<file path="config.mk">
export PLATFORM = sky130hd
export DESIGN_NAME = mlsh_ctrl
export DESIGN_NICKNAME = d
export VERILOG_FILES = /design/src/mlsh_pkg.sv /design/src/mlsh_ctrl.sv
export SDC_FILE = /design/constraint.sdc
export NUM_CORES = 1
export LEC_CHECK = 0
export BUFFER_PORTS_ARGS = -buffer_cell sky130_fd_sc_hd__buf_2
export CORE_ASPECT_RATIO = 1.1
export CORE_MARGIN = 1
export CORE_UTILIZATION = 54
export CTS_CLUSTER_DIAMETER = 30
export CTS_CLUSTER_SIZE = 8
export DETAILED_ROUTE_END_ITERATION = 8
export GPL_ROUTABILITY_DRIVEN = 0
export PLACE_DENSITY = 0.87
export SLEW_MARGIN = 40
export SYNTH_ARGS = -nofsm -noshare
export SYNTH_HDL_FRONTEND = slang
export SYNTH_SLANG_ARGS = --single-unit
</file>
<file path="constraint.sdc">
create_clock -name clk -period 3.8 [get_ports clk]
set_input_delay 0.76 -clock clk [delete_from_list [all_inputs] [get_ports clk]]
set_output_delay 0.76 -clock clk [all_outputs]
set_load 0.02 [all_outputs]
</file>
<file path="src/mlsh_pkg.sv">
// Shared types, constants and tables for the multi-lane SHA-256 hasher.
// Used by the controller, the datapath and the top level; depends on nothing.
`default_nettype none
package mlsh_pkg;

	// Lane and memory geometry.
	localparam int LANE_COUNT = 8;
	localparam int LANE_W     = 3;
	localparam int ADDR_W     = LANE_W + 3;
	localparam int RAM_DEPTH  = LANE_COUNT * 8;

	// Block assembly modes used while the schedule window is loaded.
	localparam logic [1:0] MODE_DATA = 2'd0;
	localparam logic [1:0] MODE_PAD1 = 2'd1;
	localparam logic [1:0] MODE_PADX = 2'd2;
	localparam logic [1:0] MODE_PAD2 = 2'd3;

	// Commands from the controller to the datapath.
	typedef struct packed {
		logic       accept;
		logic       commit;
		logic       rd_en;
		logic [2:0] rd_idx;
		logic       init_v;
		logic       round_en;
		logic [5:0] round_idx;
		logic       fold;
		logic       wb_en;
		logic [2:0] wb_idx;
		logic       emit_load;
		logic [1:0] part;
		logic       lane_reset;
		logic [1:0] mode;
		logic [2:0] p;
	} cmd_t;

	// Status from the datapath to the controller.
	typedef struct packed {
		logic       in_range;
		logic       valid8;
		logic       last;
		logic [2:0] pos;
		logic       out_free;
	} stat_t;

	// Initial hash values.
	function automatic logic [31:0] init_h(input logic [2:0] i);
		case (i)
			3'd0:    init_h = 32'h6a09e667;
			3'd1:    init_h = 32'hbb67ae85;
			3'd2:    init_h = 32'h3c6ef372;
			3'd3:    init_h = 32'ha54ff53a;
			3'd4:    init_h = 32'h510e527f;
			3'd5:    init_h = 32'h9b05688c;
			3'd6:    init_h = 32'h1f83d9ab;
			default: init_h = 32'h5be0cd19;
		endcase
	endfunction

	// Round constants.
	function automatic logic [31:0] round_k(input logic [5:0] i);
		case (i)
			6'd0:  round_k = 32'h428a2f98;  6'd1:  round_k = 32'h71374491;
			6'd2:  round_k = 32'hb5c0fbcf;  6'd3:  round_k = 32'he9b5dba5;
			6'd4:  round_k = 32'h3956c25b;  6'd5:  round_k = 32'h59f111f1;
			6'd6:  round_k = 32'h923f82a4;  6'd7:  round_k = 32'hab1c5ed5;
			6'd8:  round_k = 32'hd807aa98;  6'd9:  round_k = 32'h12835b01;
			6'd10: round_k = 32'h243185be;  6'd11: round_k = 32'h550c7dc3;
			6'd12: round_k = 32'h72be5d74;  6'd13: round_k = 32'h80deb1fe;
			6'd14: round_k = 32'h9bdc06a7;  6'd15: round_k = 32'hc19bf174;
			6'd16: round_k = 32'he49b69c1;  6'd17: round_k = 32'hefbe4786;
			6'd18: round_k = 32'h0fc19dc6;  6'd19: round_k = 32'h240ca1cc;
			6'd20: round_k = 32'h2de92c6f;  6'd21: round_k = 32'h4a7484aa;
			6'd22: round_k = 32'h5cb0a9dc;  6'd23: round_k = 32'h76f988da;
			6'd24: round_k = 32'h983e5152;  6'd25: round_k = 32'ha831c66d;
			6'd26: round_k = 32'hb00327c8;  6'd27: round_k = 32'hbf597fc7;
			6'd28: round_k = 32'hc6e00bf3;  6'd29: round_k = 32'hd5a79147;
			6'd30: round_k = 32'h06ca6351;  6'd31: round_k = 32'h14292967;
			6'd32: round_k = 32'h27b70a85;  6'd33: round_k = 32'h2e1b2138;
			6'd34: round_k = 32'h4d2c6dfc;  6'd35: round_k = 32'h53380d13;
			6'd36: round_k = 32'h650a7354;  6'd37: round_k = 32'h766a0abb;
			6'd38: round_k = 32'h81c2c92e;  6'd39: round_k = 32'h92722c85;
			6'd40: round_k = 32'ha2bfe8a1;  6'd41: round_k = 32'ha81a664b;
			6'd42: round_k = 32'hc24b8b70;  6'd43: round_k = 32'hc76c51a3;
			6'd44: round_k = 32'hd192e819;  6'd45: round_k = 32'hd6990624;
			6'd46: round_k = 32'hf40e3585;  6'd47: round_k = 32'h106aa070;
			6'd48: round_k = 32'h19a4c116;  6'd49: round_k = 32'h1e376c08;
			6'd50: round_k = 32'h2748774c;  6'd51: round_k = 32'h34b0bcb5;
			6'd52: round_k = 32'h391c0cb3;  6'd53: round_k = 32'h4ed8aa4a;
			6'd54: round_k = 32'h5b9cca4f;  6'd55: round_k = 32'h682e6ff3;
			6'd56: round_k = 32'h748f82ee;  6'd57: round_k = 32'h78a5636f;
			6'd58: round_k = 32'h84c87814;  6'd59: round_k = 32'h8cc70208;
			6'd60: round_k = 32'h90befffa;  6'd61: round_k = 32'ha4506ceb;
			6'd62: round_k = 32'hbef9a3f7;  default: round_k = 32'hc67178f2;
		endcase
	endfunction

endpackage
`default_nettype wire

</file>
<file path="src/mlsh_ctrl.sv">
// Controller state machine of the multi-lane SHA-256 hasher.
// Depends on mlsh_pkg for the command and status structs and mode codes.
`default_nettype none
module mlsh_ctrl (
	input  wire logic           clk,
	input  wire logic           arst_n,
	input  wire logic           in_valid,
	output logic                in_ready,
	input  wire mlsh_pkg::stat_t st,
	output mlsh_pkg::cmd_t      cmd
);

	localparam logic [2:0] ST_IDLE   = 3'd0;
	localparam logic [2:0] ST_DECIDE = 3'd1;
	localparam logic [2:0] ST_LOAD   = 3'd2;
	localparam logic [2:0] ST_ROUND  = 3'd3;
	localparam logic [2:0] ST_FOLD   = 3'd4;
	localparam logic [2:0] ST_WB     = 3'd5;
	localparam logic [2:0] ST_EMIT   = 3'd6;

	logic [2:0] state_q, state_d;
	logic [5:0] cnt_q, cnt_d;
	logic [1:0] mode_q, mode_d;
	logic [2:0] p_q, p_d;

	assign in_ready = (state_q == ST_IDLE);

	// Next state and command decode.
	always_comb begin
		state_d = state_q;
		cnt_d   = cnt_q;
		mode_d  = mode_q;
		p_d     = p_q;
		cmd     = '0;
		cmd.mode = mode_q;
		cmd.p    = p_q;
		case (state_q)
			ST_IDLE: begin
				cmd.accept = in_valid;
				if (in_valid) begin
					state_d = ST_DECIDE;
				end
			end
			ST_DECIDE: begin
				cnt_d = '0;
				if (!st.in_range) begin
					state_d = ST_IDLE;
				end else begin
					cmd.commit = 1'b1;
					state_d    = ST_LOAD;
					if (st.valid8) begin
						if (st.pos == 3'd7) begin
							mode_d = mlsh_pkg::MODE_DATA;
						end else if (!st.last) begin
							state_d = ST_IDLE;
						end else if (st.pos == 3'd6) begin
							mode_d = mlsh_pkg::MODE_PADX;
						end else begin
							mode_d = mlsh_pkg::MODE_PAD1;
							p_d    = st.pos + 3'd1;
						end
					end else if (st.pos == 3'd7) begin
						mode_d = mlsh_pkg::MODE_PADX;
					end else begin
						mode_d = mlsh_pkg::MODE_PAD1;
						p_d    = st.pos;
					end
				end
			end
			ST_LOAD: begin
				cmd.rd_en  = (cnt_q < 6'd8);
				cmd.rd_idx = cnt_q[2:0];
				cnt_d      = cnt_q + 6'd1;
				if (cnt_q == 6'd9) begin
					cmd.init_v = 1'b1;
					cnt_d      = '0;
					state_d    = ST_ROUND;
				end
			end
			ST_ROUND: begin
				cmd.round_en  = 1'b1;
				cmd.round_idx = cnt_q;
				cnt_d         = cnt_q + 6'd1;
				if (cnt_q == 6'd63) begin
					state_d = ST_FOLD;
				end
			end
			ST_FOLD: begin
				cmd.fold = 1'b1;
				cnt_d    = '0;
				state_d  = ST_WB;
			end
			ST_WB: begin
				cmd.wb_en  = 1'b1;
				cmd.wb_idx = cnt_q[2:0];
				cnt_d      = cnt_q + 6'd1;
				if (cnt_q == 6'd7) begin
					cnt_d = '0;
					case (mode_q)
						mlsh_pkg::MODE_DATA: begin
							if (st.last) begin
								mode_d  = mlsh_pkg::MODE_PAD1;
								p_d     = 3'd0;
								state_d = ST_LOAD;
							end else begin
								state_d = ST_IDLE;
							end
						end
						mlsh_pkg::MODE_PADX: begin
							mode_d  = mlsh_pkg::MODE_PAD2;
							state_d = ST_LOAD;
						end
						default: begin
							state_d = ST_EMIT;
						end
					endcase
				end
			end
			ST_EMIT: begin
				cmd.part = cnt_q[1:0];
				if (st.out_free) begin
					cmd.emit_load = 1'b1;
					cnt_d         = cnt_q + 6'd1;
					if (cnt_q[1:0] == 2'd3) begin
						cmd.lane_reset = 1'b1;
						state_d        = ST_IDLE;
					end
				end
			end
			default: begin
				state_d = ST_IDLE;
			end
		endcase
	end

	// Control registers.
	always_ff @(posedge clk or negedge arst_n) begin
		if (!arst_n) begin
			state_q <= ST_IDLE;
			cnt_q   <= '0;
			mode_q  <= mlsh_pkg::MODE_DATA;
			p_q     <= '0;
		end else begin
			state_q <= state_d;
			cnt_q   <= cnt_d;
			mode_q  <= mode_d;
			p_q     <= p_d;
		end
	end

endmodule
`default_nettype wire

</file>
==> out/metrics.cfg <==
[run_status]
status=complete, no violations

[worst_setup_path]
arrival_ps=1940
critPathMaxStageDelay_ps=490
cp_slowest_cell=or4_1
required_ps=3040
crit_end=cmd[21]
cp_max_fo=6
worstSetupEndpointType=output port
r2r-start=cnt_q[1]
r2r-end=state_q[0]
cp-startpoint=cnt_q[1]
reg2reg_depth=7
startpoint_type=flip-flop
rrSetupSlack_ps=1640
critPathKind=flip-flop to output port
crit_path_cell_trace=inv_1, ha_1, nand2_1, or4_1, nor2_1, buf_2

[floorplan]
dieArea_mm2=0.00238
initial_core_util=0.578
die_y_um=51.0
dieWidth_um=46.6
core_area_mm2=0.00204
row_count=17
ios=39

[synthesis]
syn_area_per_cell_um2=7.97
yosysMostFrequentCell=nor2_1
ys_types=46
synth_top_area_cell=dfrtp_1
yosysSeqAreaShare=0.297
synth-edff-count=0
ys.flop_type=dfrtp_1
syn_area_mm2=0.00118
ys_ff_latch=14
synth_top_family_by_area=simple AND/OR/NAND/NOR gates
synth-xor-area-share=0.0297
synthSimpleGateAreaFrac=0.328
yosys-top-cells-area=dfrtp_1 30%, ha_1 6.4%, nor2_1 5.1%
synthesis.nets=164
ys_async_sr_fraction=1.00
yosys-top-cells-count=16 x nor2_1, 14 x dfrtp_1, 14 x nand2_1
synth_cells=148
yosys_warnings=0
synth_compound_area_frac=0.176
synth.top_cell.area_share=0.297
synth_mux_area_frac=0.0541
synth_fa_ha_area_frac=0.0636

[timing]
fmax_mhz=370
tns_ps=0
finalCritPeriodShare=0.711
finalCriticalPeriod_ps=2700
timing.slew.headroom=0.595
worst_slew_pin_slew_ps=608
finalSetupViolations=0
rsz0062_at_grt=no
drv_slew=0
skew_ps=2.70
hold_viol_final=0

[power]
p_leak_nw=0.739
internal-power_mw=0.480
combinationalPowerShare=0.547
p_per_area_mw_per_mm2=698
power_mw=0.979
switching_share=0.509
pwr-share-clk=0.114
pwr-share-seq=0.338
switchingPower_mw=0.499
ir_drop_mv=0.497

[place]
numPortBuffers=38
hpwl_mm=2.26

[layout]
layout-drive-gt1-share=0.282
area_growth_pct=18.9
seqCellArea_um2=350
final_core_util=0.687
fillCellCount=188
multi_input_area_um2=768
finalNetCount=198
antenna_cells=0

[global_routing]
antenna_found_initial=0
grt_max_degree=22
overflow=0
grt_pass1_vias=1058
grt_pass1_wl_mm=4.55
track_usage=0.265

[cts]
clkTransAtPathRegs_ps=90
cts_tree=built
cts_hold_buf=0
cts-htree-levels=1
cts_sinks=14
cts_resized=0
postCtsSetupBuffers=0
clkLatencyLatePin_ps=290
cts_buffers=3
cts_buffer_depth=2
cts_root_buf=clkbuf_4

[routing]
routed_via_density=5.80
drt_iter0_markers=38
postRouteAntennaNets=0
wl_mm=2.94
vias=1213
drc=0
dr.pass1.iters=4
routedWlPerCell_um=14.0

[hold_path]
hp-class=primary input to async pin

[run]
maxCapViolations=0

==> cells by family after synthesis <==
group                      count (synthesis)
xor gates and xnor gates                   4
AOI/OAI and AO/OA                         31
adders and majority gates                  6
and+or+nand+nor                           72
buffers and inverters                     15
DFF                                       14
muxes                                      6
==> power by group through the flow <==
stage | clock (mW) | sequential [mW] | combinational (mW)
finish | 0.112 | 0.331 | 0.536
floorplan | 0 | 0.298 | 0.403
global route | 0.117 | 0.343 | 0.582
detailed placement | 0 | 0.330 | 0.531
global placement | 0 | 0.323 | 0.516
CTS | 0.112 | 0.327 | 0.533
==> layer usage <==
metal,track usage,up-vias,wire [um]
li1,-,582,-
met1,0.321,555,1240
met2,0.461,70,1480
met3,0.0247,6,188
met4,0.103,0,36
met5,0,-,0
==> area by class of cell <==
type | instances | share of cell area
inverter | 6 | 0.0161
sequential | 14 | 0.250
clock buffer | 4 | 0.0259
multi-input combinational | 119 | 0.548
tap | 28 | 0.0250
timing repair buffer | 38 | 0.136
==> metrics by stage <==
step	cells	hold slack (ps)	instance area [um2]	setup slack, ps
floorplan	148	464	1180	1520
global placement	205	475	1370	1470
detailed placement	205	478	1370	1420
CTS	209	362	1400	1100
global route	209	371	1400	987
finish	209	353	1400	1100
==> worst max-delay path: cells and delay by family (launching register included) <==
family | cells | cell delay, ps
adder cells (fa/ha/maj) | 1 | 160
buffers and inverters | 2 | 350
AND/OR/NAND/NOR | 3 | 700
flip-flops | 1 | 440
==> cell usage in the layout (no fill, tap or decap), drive strengths merged, types with 2 or more instances in the layout <==
master,instances
o21ai,9
nand2b,4
and2,8
nor2b,2
and3,7
a21o,3
a21oi,6
mux2i,3
clkbuf,4
nor2,16
dfrtp,14
o2bb2ai,2
mux2,3
ha,6
nand2,14
buf,38
nand3,3
inv,6
or2,2
xnor2,3
nor3,8
==> worst min-delay path by stage <==
| stage | to | slack (ps) | depth (start not counted) |
|---|---|---|---|
| global placement | p_q[1] | 480 | 2 |
| detailed placement | p_q[1] | 480 | 2 |
| finish | mode_q[0] | 350 | 1 |
| global route | state_q[0] | 370 | 1 |
| CTS | state_q[0] | 360 | 1 |
| floorplan | cnt_q[0] | 460 | 0 |
==> state kept, by name (all words and copies together), names as in the netlist <==
name	cells
cnt_q	6
p_q	3
state_q	3
mode_q	2
Note: power is estimated with default switching activity, not from simulation.
